File: src/hw/rtl/assert_macros.svh
// Assertion macros shared by the RTL files.
`ifndef ASSERT_MACROS_SVH
`define ASSERT_MACROS_SVH

// Property that must hold at every clock edge outside reset.
`define ASSERT_ALWAYS(label, clk, rst_n, prop) \
  label: assert property (@(posedge clk) disable iff (!rst_n) (prop)) \
    else $error("assertion failed");

// Same-cycle implication.
`define ASSERT_IMPLIES(label, clk, rst_n, ante, cons) \
  label: assert property (@(posedge clk) disable iff (!rst_n) (ante) |-> (cons)) \
    else $error("implication failed");

// Next-cycle implication.
`define ASSERT_NEXT(label, clk, rst_n, ante, cons) \
  label: assert property (@(posedge clk) disable iff (!rst_n) (ante) |=> (cons)) \
    else $error("next-cycle implication failed");

`endif

File: src/hw/rtl/hsv2rgb_pkg.sv
// Types and constants for the HSV to RGB converter.
`timescale 1ns / 1ps
package hsv2rgb_pkg;

  localparam int unsigned HUE_FULL    = 360;
  localparam int unsigned SECTOR_DEG  = 60;
  localparam int unsigned PCT_FULL    = 100;
  localparam int unsigned CHAN_MAX    = 255;
  // common denominator for every channel: 60 * 100 * 100
  localparam int unsigned DEN         = SECTOR_DEG * PCT_FULL * PCT_FULL;
  localparam int unsigned SECTOR_FULL = SECTOR_DEG * PCT_FULL;

  localparam int unsigned SCALE_W     = 13;  // holds up to 6000
  localparam int unsigned MUL_W       = 20;  // val * scale, up to 600000
  localparam int unsigned NUM_W       = 28;  // times 255
  localparam int unsigned REM_W       = 21;  // below 2 * DEN
  localparam int unsigned RECIP_SHIFT = 48;
  localparam int unsigned RECIP_W     = 29;
  localparam logic [RECIP_W-1:0] RECIP =
    RECIP_W'((64'd1 << RECIP_SHIFT) / DEN);

  localparam int unsigned PIPE_DEPTH  = 7;

  typedef struct packed {
    logic [8:0] hue;
    logic [6:0] saturation;
    logic [6:0] brightness;
  } hsv_in_t;

  typedef struct packed {
    logic [7:0] red;
    logic [7:0] green;
    logic [7:0] blue;
  } rgb_out_t;

  typedef enum logic [2:0] {
    SEC_0 = 3'd0,
    SEC_1 = 3'd1,
    SEC_2 = 3'd2,
    SEC_3 = 3'd3,
    SEC_4 = 3'd4,
    SEC_5 = 3'd5
  } sector_t;

  // per-channel scale factors, out of SECTOR_FULL
  typedef struct packed {
    logic [SCALE_W-1:0] red;
    logic [SCALE_W-1:0] green;
    logic [SCALE_W-1:0] blue;
  } chan_scale_t;

  typedef struct packed {
    logic advance;    // whole pipe moves this cycle
    logic rem_valid;  // remainder stage holds a live item
  } pipe_ctl_t;

endpackage

File: src/hw/rtl/hsv2rgb_sector.sv
// Stages 1-2: hue wrap, sector split and per-channel scale selection.
`timescale 1ns / 1ps
module hsv2rgb_sector (
  input  logic                      clk,
  input  hsv2rgb_pkg::pipe_ctl_t    ctl,
  input  hsv2rgb_pkg::hsv_in_t      in_data,
  output hsv2rgb_pkg::chan_scale_t  scale,
  output logic [6:0]                val
);
  import hsv2rgb_pkg::*;

  // stage 1
  sector_t      sector_r, sector_nxt;
  logic [5:0]   rem_r, rem_nxt;
  logic [6:0]   sat_r, sat_nxt;
  logic [6:0]   val1_r, val1_nxt;
  // stage 2
  chan_scale_t  scale_r, scale_nxt;
  logic [6:0]   val2_r;

  logic [8:0]   hue_w;
  logic [8:0]   base;

  always_comb begin
    hue_w = (in_data.hue >= 9'(HUE_FULL)) ? in_data.hue - 9'(HUE_FULL) : in_data.hue;
    if (hue_w < 9'(SECTOR_DEG)) begin
      sector_nxt = SEC_0;
      base       = 9'd0;
    end else if (hue_w < 9'(2 * SECTOR_DEG)) begin
      sector_nxt = SEC_1;
      base       = 9'(SECTOR_DEG);
    end else if (hue_w < 9'(3 * SECTOR_DEG)) begin
      sector_nxt = SEC_2;
      base       = 9'(2 * SECTOR_DEG);
    end else if (hue_w < 9'(4 * SECTOR_DEG)) begin
      sector_nxt = SEC_3;
      base       = 9'(3 * SECTOR_DEG);
    end else if (hue_w < 9'(5 * SECTOR_DEG)) begin
      sector_nxt = SEC_4;
      base       = 9'(4 * SECTOR_DEG);
    end else begin
      sector_nxt = SEC_5;
      base       = 9'(5 * SECTOR_DEG);
    end
    rem_nxt  = 6'(hue_w - base);
    sat_nxt  = (in_data.saturation > 7'(PCT_FULL)) ? 7'(PCT_FULL) : in_data.saturation;
    val1_nxt = (in_data.brightness > 7'(PCT_FULL)) ? 7'(PCT_FULL) : in_data.brightness;
  end

  logic [SCALE_W-1:0] sat_w, rem_w;
  logic [SCALE_W-1:0] a_v, a_p, a_q, a_t;

  always_comb begin
    sat_w = SCALE_W'(sat_r);
    rem_w = SCALE_W'(rem_r);
    a_v   = SCALE_W'(SECTOR_FULL);
    a_p   = SCALE_W'((SCALE_W'(PCT_FULL) - sat_w) * SCALE_W'(SECTOR_DEG));
    a_q   = SCALE_W'(SECTOR_FULL) - SCALE_W'(rem_w * sat_w);
    a_t   = SCALE_W'(SECTOR_FULL) - SCALE_W'((SCALE_W'(SECTOR_DEG) - rem_w) * sat_w);
    case (sector_r)
      SEC_0: begin
        scale_nxt = '{red: a_v, green: a_t, blue: a_p};
      end
      SEC_1: begin
        scale_nxt = '{red: a_q, green: a_v, blue: a_p};
      end
      SEC_2: begin
        scale_nxt = '{red: a_p, green: a_v, blue: a_t};
      end
      SEC_3: begin
        scale_nxt = '{red: a_p, green: a_q, blue: a_v};
      end
      SEC_4: begin
        scale_nxt = '{red: a_t, green: a_p, blue: a_v};
      end
      default: begin
        scale_nxt = '{red: a_v, green: a_p, blue: a_q};
      end
    endcase
  end

  always_ff @(posedge clk) begin
    if (ctl.advance) begin
      sector_r <= sector_nxt;
      rem_r    <= rem_nxt;
      sat_r    <= sat_nxt;
      val1_r   <= val1_nxt;
      scale_r  <= scale_nxt;
      val2_r   <= val1_r;
    end
  end

  assign scale = scale_r;
  assign val   = val2_r;

endmodule

File: src/hw/rtl/hsv2rgb_scale.sv
// Stages 3-4: one channel's numerator, val * scale * 255.
`timescale 1ns / 1ps
module hsv2rgb_scale (
  input  logic                               clk,
  input  hsv2rgb_pkg::pipe_ctl_t             ctl,
  input  logic [hsv2rgb_pkg::SCALE_W-1:0]    scale,
  input  logic [6:0]                         val,
  output logic [hsv2rgb_pkg::NUM_W-1:0]      num
);
  import hsv2rgb_pkg::*;

  logic [MUL_W-1:0] prod_r, prod_nxt;
  logic [NUM_W-1:0] num_r, num_nxt;

  always_comb begin
    prod_nxt = MUL_W'(val) * MUL_W'(scale);
    // x * 255 as x * 256 - x
    num_nxt  = (NUM_W'(prod_r) << 8) - NUM_W'(prod_r);
  end

  always_ff @(posedge clk) begin
    if (ctl.advance) begin
      prod_r <= prod_nxt;
      num_r  <= num_nxt;
    end
  end

  assign num = num_r;

endmodule

File: src/hw/rtl/hsv2rgb_cdiv.sv
// Stages 5-7: floor division by the common denominator via reciprocal.
`timescale 1ns / 1ps
`include "assert_macros.svh"
module hsv2rgb_cdiv (
  input  logic                           clk,
  input  logic                           rst_n,
  input  hsv2rgb_pkg::pipe_ctl_t         ctl,
  input  logic [hsv2rgb_pkg::NUM_W-1:0]  num,
  output logic [7:0]                     quo
);
  import hsv2rgb_pkg::*;

  localparam int unsigned PROD_W = NUM_W + RECIP_W;

  // stage 5
  logic [PROD_W-1:0] prod_r, prod_nxt;
  logic [NUM_W-1:0]  num_r;
  // stage 6
  logic [7:0]        q0_r, q0_nxt;
  logic [REM_W-1:0]  rem_r, rem_nxt;
  // stage 7
  logic [7:0]        quo_r, quo_nxt;

  logic [NUM_W-1:0]  back;

  always_comb begin
    prod_nxt = PROD_W'(num) * PROD_W'(RECIP);
    // estimate is exact or one low
    q0_nxt   = prod_r[RECIP_SHIFT +: 8];
    back     = NUM_W'(NUM_W'(q0_nxt) * NUM_W'(DEN));
    rem_nxt  = REM_W'(num_r - back);
    quo_nxt  = (rem_r >= REM_W'(DEN)) ? q0_r + 8'd1 : q0_r;
  end

  always_ff @(posedge clk) begin
    if (ctl.advance) begin
      prod_r <= prod_nxt;
      num_r  <= num;
      q0_r   <= q0_nxt;
      rem_r  <= rem_nxt;
      quo_r  <= quo_nxt;
    end
  end

  assign quo = quo_r;

  `ASSERT_IMPLIES(a_rem_bound, clk, rst_n, ctl.rem_valid, rem_r < REM_W'(2 * DEN))
  `ASSERT_IMPLIES(a_no_wrap, clk, rst_n, ctl.rem_valid && (rem_r >= REM_W'(DEN)), q0_r != 8'hFF)

endmodule

File: src/hw/rtl/hsv_to_rgb_converter_core.sv
// Top level of the HSV to RGB converter pipeline.
`timescale 1ns / 1ps
`include "assert_macros.svh"
// Usage:
//  - Input channel in_valid / in_stall / in_data carries hue (degrees),
//    saturation and brightness (percent). A transfer happens on a rising
//    edge with in_valid high and in_stall low.
//  - Output channel out_valid / out_stall / out_data carries 8-bit red,
//    green and blue, one result per input transfer, in order.
//  - Hue of 360 or more wraps once; saturation and brightness above 100
//    are clamped to 100.
//  - Throughput: one item per cycle while no valid result is stalled by
//    the receiver; the seven register stages all move together, so the
//    figure is set by the single shared pipe-advance.
//  - Stages: 1 hue wrap and sector, 2 scale select, 3 multiply by value,
//    4 times 255, 5 reciprocal multiply, 6 remainder, 7 correction.
//  - When the receiver stalls a valid result, the whole pipe holds and
//    in_stall goes high in the same cycle; nothing is dropped or repeated.
//  - Reset (rst_n low, synchronous) clears all stage valid bits; payload
//    registers are not reset. No clearing pass; input is taken right away.
module hsv_to_rgb_converter_core (
  input  logic                   clk,
  input  logic                   rst_n,
  input  logic                   in_valid,
  output logic                   in_stall,
  input  hsv2rgb_pkg::hsv_in_t   in_data,
  output logic                   out_valid,
  input  logic                   out_stall,
  output hsv2rgb_pkg::rgb_out_t  out_data
);
  import hsv2rgb_pkg::*;

  logic [PIPE_DEPTH-1:0] valid_r, valid_nxt;
  logic                  advance;
  pipe_ctl_t             ctl;

  chan_scale_t           scale;
  logic [6:0]            val;
  logic [NUM_W-1:0]      num_red, num_green, num_blue;

  // pipe holds only while a finished result waits on the receiver
  assign advance       = !(valid_r[PIPE_DEPTH-1] && out_stall);
  assign ctl.advance   = advance;
  assign ctl.rem_valid = valid_r[PIPE_DEPTH-2];
  assign in_stall      = !advance;
  assign out_valid     = valid_r[PIPE_DEPTH-1];

  assign valid_nxt = {valid_r[PIPE_DEPTH-2:0], in_valid};

  always_ff @(posedge clk) begin
    if (!rst_n) begin
      valid_r <= '0;
    end else if (advance) begin
      valid_r <= valid_nxt;
    end
  end

  hsv2rgb_sector u_sector (
    .clk     (clk),
    .ctl     (ctl),
    .in_data (in_data),
    .scale   (scale),
    .val     (val)
  );

  hsv2rgb_scale u_scale_red (
    .clk   (clk),
    .ctl   (ctl),
    .scale (scale.red),
    .val   (val),
    .num   (num_red)
  );

  hsv2rgb_scale u_scale_green (
    .clk   (clk),
    .ctl   (ctl),
    .scale (scale.green),
    .val   (val),
    .num   (num_green)
  );

  hsv2rgb_scale u_scale_blue (
    .clk   (clk),
    .ctl   (ctl),
    .scale (scale.blue),
    .val   (val),
    .num   (num_blue)
  );

  hsv2rgb_cdiv u_cdiv_red (
    .clk   (clk),
    .rst_n (rst_n),
    .ctl   (ctl),
    .num   (num_red),
    .quo   (out_data.red)
  );

  hsv2rgb_cdiv u_cdiv_green (
    .clk   (clk),
    .rst_n (rst_n),
    .ctl   (ctl),
    .num   (num_green),
    .quo   (out_data.green)
  );

  hsv2rgb_cdiv u_cdiv_blue (
    .clk   (clk),
    .rst_n (rst_n),
    .ctl   (ctl),
    .num   (num_blue),
    .quo   (out_data.blue)
  );

  // a held pipe keeps every stage's occupancy
  `ASSERT_NEXT(a_valid_hold, clk, rst_n, !advance, $stable(valid_r))

endmodule

File: config.mk
export PLATFORM = sky130hd
export DESIGN_NAME = hsv_to_rgb_converter_core
export DESIGN_NICKNAME = d
export VERILOG_FILES = /design/src/hw/rtl/hsv2rgb_pkg.sv /design/src/hw/rtl/hsv2rgb_sector.sv /design/src/hw/rtl/hsv2rgb_scale.sv /design/src/hw/rtl/hsv2rgb_cdiv.sv /design/src/hw/rtl/hsv_to_rgb_converter_core.sv
export VERILOG_INCLUDE_DIRS = /design/src /design/src/hw/rtl
export SDC_FILE = /design/constraint.sdc
export NUM_CORES = 2
export LEC_CHECK = 0
export ABC_AREA = 1
export BUFFER_PORTS_ARGS = -buffer_cell sky130_fd_sc_hd__buf_2
export CORE_ASPECT_RATIO = 1.4
export CORE_MARGIN = 2
export CORE_UTILIZATION = 60
export CTS_CLUSTER_DIAMETER = 200
export DETAILED_ROUTE_END_ITERATION = 7
export HOLD_SLACK_MARGIN = 0.1
export PLACE_DENSITY = 0.76
export RECOVER_POWER = 50
export SYNTH_ARGS = -nofsm -noshare
export SYNTH_HDL_FRONTEND = slang
export SYNTH_SLANG_ARGS = --single-unit
File: constraint.sdc
create_clock -name clk -period 35.3 [get_ports clk]
set_clock_uncertainty 0.15 [all_clocks]
set_input_delay 1.765 -clock clk [delete_from_list [all_inputs] [get_ports clk]]
set_output_delay 1.765 -clock clk [all_outputs]
set_load 0.02 [all_outputs]
Yosys cells after proc, flatten, opt, wreduce, memory -nomap -nowiden
Index checks and enable logic that the tools add are counted.
Operators by class
  add/subtract/negate cells: 15
  multiply operators: 12
  magnitude comparators: 11
  equality and inequality tests: 4
  muxes and demuxes: 14
  reduce and logical (&&, ||, !) cells: 4
Operator list (number)
  39-bit case mux with 5 select lines: 1
  28-bit by 29-bit multiplier with 56-bit output (second input constant): 3
  28-bit by 20-bit subtractor with 28-bit output: 3
  21-bit by 20-bit greater-or-equal comparator with 1-bit output (second input constant): 3
  21-bit subtractor: 3
  7-bit by 13-bit multiplier with 20-bit output: 3
  8-bit by 14-bit multiplier with 15-bit output (second input constant): 3
  13-bit subtractor (first input constant): 2
  8-bit by 1-bit adder with 8-bit output (second input constant): 3
  6-bit two-way mux: 4
  8-bit two-way mux: 3
  9-bit by 8-bit less-than comparator with 1-bit output (second input constant): 2
  7-bit greater-than comparator (second input constant): 2
  13-bit by 4-bit multiplier with 11-bit output (second input constant): 1
  13-bit by 7-bit multiplier with 13-bit output: 1
  6-bit by 7-bit multiplier with 13-bit output: 1
  9-bit greater-or-equal comparator (second input constant): 1
  9-bit by 6-bit less-than comparator with 1-bit output (second input constant): 1
  9-bit by 7-bit less-than comparator with 1-bit output (second input constant): 1
  9-bit less-than comparator (second input constant): 1
  9-bit two-way mux: 1
  9-bit subtractor (second input constant): 1
  7-bit by 7-bit subtractor with 8-bit output (first input constant): 1
  6-bit by 6-bit subtractor with 7-bit output (first input constant): 1
  other kinds (11): 14
Word-level totals
  register bits after elaboration: 562
  input bits: 27

Depth between registers and ports, before layout
  depth after elaboration: 9
  depth in mapped cells: 28

Modules after synthesis
From an unflattened synthesis, not the netlist that was laid out.
Second synthesis, totals
  cells, all modules: 9286
  area total of the unflattened synthesis: 78970.7 um2
Modules (own cells, without submodules)
  hsv2rgb_scale: instances 3, cells an instance 842, area each 6084.6 um2, seq. area each 1441.4 um2
  hsv2rgb_cdiv (u_cdiv_green): instances 1, cells an instance 1936, area each 17645.7 um2, seq. area each 1621.6 um2
  hsv2rgb_cdiv (u_cdiv_blue): instances 1, cells an instance 1930, area each 17578.1 um2, seq. area each 1621.6 um2
  hsv2rgb_cdiv (u_cdiv_red): instances 1, cells an instance 1907, area each 17509.3 um2, seq. area each 1621.6 um2
  hsv2rgb_sector: instances 1, cells an instance 944, area each 7698.6 um2, seq. area each 2072.0 um2
  hsv_to_rgb_converter_core: instances 1, cells an instance 43, area each 285.3 um2, seq. area each 140.1 um2

Worst setup path after synthesis
Ideal clock, no wire load.
  path type: input-to-output
  start: input port out_stall
  end: output port in_stall
  arrival time: 12879 ps
  data required time: 33385 ps
  path slack: 20506 ps
  cell stages on the path: 2
  buffers on the path: 0
  path through: nand2_1 clkinv_1
On the way
  word-level cells in the longest chain between the ends: 1
Ends and longest elaborated chain
  from (decl): line hsv_to_rgb_converter_core.sv:28  | input logic out_stall,
  1-bit logical AND: line hsv_to_rgb_converter_core.sv:42  | assign advance = !(valid_r[PIPE_DEPTH-1] && out_stall);
  to (decl): line hsv_to_rgb_converter_core.sv:25  | output logic in_stall,
No other way between the ends.

Worst setup path after layout
  start: input port out_stall
  end: register u_scale_red.num_r[0] (netlist: u_scale_red.num[0]) (enable)
On the way
  word-level cells in the longest chain between the ends: 1
Ends and longest elaborated chain
  1-bit logical AND: line hsv_to_rgb_converter_core.sv:42
  to (signal assigned): line hsv2rgb_scale.sv:24  | num_r <= num_nxt;
  to (decl): line hsv2rgb_scale.sv:13  | logic [NUM_W-1:0] num_r, num_nxt;
No other way between the ends.
A chain may end at the register's enable or synchronous reset.

==> metrics.md <==
| Metric | Value |
|---|---|
| Num rows | `155` |
| Worst-path fanout max | `69` |
| Post CTS Setup Buffer Count | `0` |
| Layout Nets | `11200` |
| Hold path depth | `0` |
| Global-route wire length before repair | `331000 um` |
| Slew Limit Fails | `224` |
| Crit. End Element | `flop` |
| RR Endpoint | `u_cdiv_red.prod_r[52]$_DFFE_PN_` |
| Yosys warning count | `0` |
| Worst hold slack | `0.268 ns` |
| Hold wc startpoint | `u_sector.val1_r[0]$_SDFFCE_PN0N_` |
| Final-report setup violation count | `0` |
| Type of origin of the critical path | `input pin` |
| Cells after synthesis | `8686` |
| Clock sink total | `382` |
| Placed insts | `10346` |
| Routed vias/inst | `5.46` |
| Clk_lat worst skew | `0.68 ns` |
| Initial DRC count | `2990` |
| Footprint of the multi-input gates | `55800 um^2` |
| Die height | `428 um` |
| Seq/Total Area, Yosys | `0.148` |
| DR vias | `57005` |
| Register Area | `11400 um^2` |
| GRT Util Overall | `0.330` |
| Cts bufs inserted | `47` |
| Reg2Reg Depth | `21` |
| Slew @ Worst Pin | `3.98 ns` |
| Number of synthesized flops with an enable pin | `375` |
| Mapped Avg Cell Area | `8.86 um^2` |
| Crit path kind | `input pin to flop` |
| CTS resizes | `0` |
| FF-to-FF Start | `u_scale_red.num[16]$_DFFE_PN_` |
| Layout cells sized above 1 | `0.0183` |
| Max Cap Violations | `4` |
| Netlist cell types | `52` |
| Fin. Hold Viols | `0` |
| Fin crit period | `6.89 ns` |
| Max-slew headroom | `-1.65` |
| Syn Nets | `11139` |
| Failing checks | `DRC, capacitance limit, slew limit` |
| Setup TNS | `0 ns` |
| RSZ-0062 raised after global routing | `false` |
| IO Count | `53` |
| Run status | `finished with violations` |
| Root Driver | `clkbuf_16` |
| Fmax | `145 MHz` |
| Largest net degree at the start of global routing | `141` |
| Core Area | `127000 um^2` |
| Reg2Reg Setup Slack | `28.43 ns` |
| PortBufs | `52` |
| FF+latch count, synth | `382` |
| Dpl hpwl | `184000 um` |
| Worst Hold Endpoint | `u_sector.val[0]$_DFFE_PN_` |
| Most common flop cell mapped by yosys | `edfxtp_1` |
| Cell Area, Synth | `77000 um^2` |
| Die area | `131000 um^2` |
| Layout area overhead | `4.82%` |
| Critical Path AT | `7.03 ns` |
| CTS tree | `done` |
| Drt wl/cell | `20.1 um` |
| Final ANT Viol Nets | `0` |
| Clock transition at path regs | `0.06 ns` |
| Grt total ovfl | `0` |
| DR pass1 iterations | `8` |
| RePlAce Congestion | `1.06` |
| Final Non-Filler Cells | `10433` |
| Clock buffer depth | `3` |
| # hold bufs at CTS | `0` |
| Initial Util | `0.604` |
| Initial antenna violation count | `1` |
| Number of global-route vias before repair | `62369` |
| Die X | `307 um` |
| Ys async rst share | `0` |
| Tcrit/Tclk final | `0.195` |
| Worst Path Required | `35.45 ns` |
| H-tree depth | `2` |
| FILL cells | `10843` |
| Final WL | `210000 um` |
| Hold/Removal Path Class | `flop to flop` |
| DRC Markers | `1` |
per-stage QoR:
step           setup WS [ns]  instance area, um^2   util
2_1_floorplan          20.51                77000      -
3_3_place_gp           28.49                79200  0.621
3_5_place_dp           28.53                79200  0.621
4_1_cts                28.51                80800  0.634
5_1_grt                27.74                80700  0.633
6_report               28.41                80700  0.633
cells in the final DEF, fill, tap and decap left out, types with 15 or more instances in the layout:
cell type  instances
o21bai_1          31
ha_1            1181
a21o_1            56
inv_1           2527
a31oi_1           30
clkbuf_1          35
fa_1            1245
clkbuf_16         47
nand2_1         1289
xor2_1           195
edfxtp_1         375
o21ai_0          231
nand4_1           76
nor2_1           425
or2_2             27
xnor2_1           80
buf_2             24
nor3_1            62
nor4_1            22
nand3_1          293
a21oi_1          352
a21boi_0          15
area by class of cell:
| class | count | area share |
|---|---|---|
| Antenna cell | 1 | 0.0000310 |
| Multi-Input combinational cell | 5713 | 0.691 |
| Sequential cell | 382 | 0.141 |
| Timing Repair Buffer | 65 | 0.00397 |
| Inverter | 2538 | 0.118 |
| Tap cell | 1648 | 0.0256 |
| Clock inverter | 36 | 0.00492 |
| Clock buffer | 50 | 0.0147 |
per-layer routing:
layer  part of all wire  up-vias  track usage
met2               0.52     1721        0.613
li1                   -    26808            -
met5                  0        -            0
met3              0.042      733       0.0363
met1               0.35    27743        0.346
met4              0.087        0        0.234
sequential cells by signal (all words and copies together) (netlist names), 20 cells and up:
name	cells
u_sector.scale	39
u_scale_red.prod_r	20
u_scale_blue.num	28
u_scale_green.prod_r	20
u_scale_green.num	28
u_scale_blue.prod_r	20
u_scale_red.num	28
critical path, stage by stage:
cell and delay, ns:
buf_2 0.10, nand2_1 1.29, clkbuf_1 2.82, buf_4 0.98
worst max-delay path by stage:
stage                     cells past startpoint                     startpoint  slack [ns]                         endpoint
after detailed placement                     20  u_scale_red.num[15]$_DFFE_PN_       28.53  u_cdiv_red.prod_r[50]$_DFFE_PN_
after floorplan                               2                      out_stall       20.51                         in_stall
after CTS                                    20  u_scale_red.num[15]$_DFFE_PN_       28.51  u_cdiv_red.prod_r[50]$_DFFE_PN_
final                                         4                      out_stall       28.41     u_scale_red.num[0]$_DFFE_PN_
after global routing                          4                      out_stall       27.74     u_scale_red.num[0]$_DFFE_PN_
after global placement                       20  u_scale_red.num[15]$_DFFE_PN_       28.49  u_cdiv_red.prod_r[50]$_DFFE_PN_
cell usage after synthesis (41+ instances only):
library cell | instances | share of area
a21oi_1 | 352 | 0.023
xnor2_1 | 80 | 0.0091
nor2_1 | 421 | 0.021
xor2_1 | 195 | 0.022
ha_1 | 1181 | 0.19
nand3_1 | 293 | 0.019
fa_1 | 1245 | 0.32
clkbuf_1 | 41 | 0.0020
nand4_1 | 76 | 0.0062
edfxtp_1 | 375 | 0.15
a21o_1 | 56 | 0.0055
inv_1 | 2527 | 0.12
nand2_1 | 1288 | 0.063
nor3_1 | 60 | 0.0039
o21ai_0 | 220 | 0.014
kinds of logic after synthesis:
kind of cell,after synthesis,synth area share
AOI/OAI and AO/OA,780,0.0572
xor gates and xnor gates,275,0.0313
adders and majority gates,2426,0.516
buffers and inverters,2591,0.127
DFF,382,0.148
and+or+nand+nor,2232,0.121
Power is not shown: default switching activity piles up to over one toggle a cycle in this logic, so the estimate is an artifact.
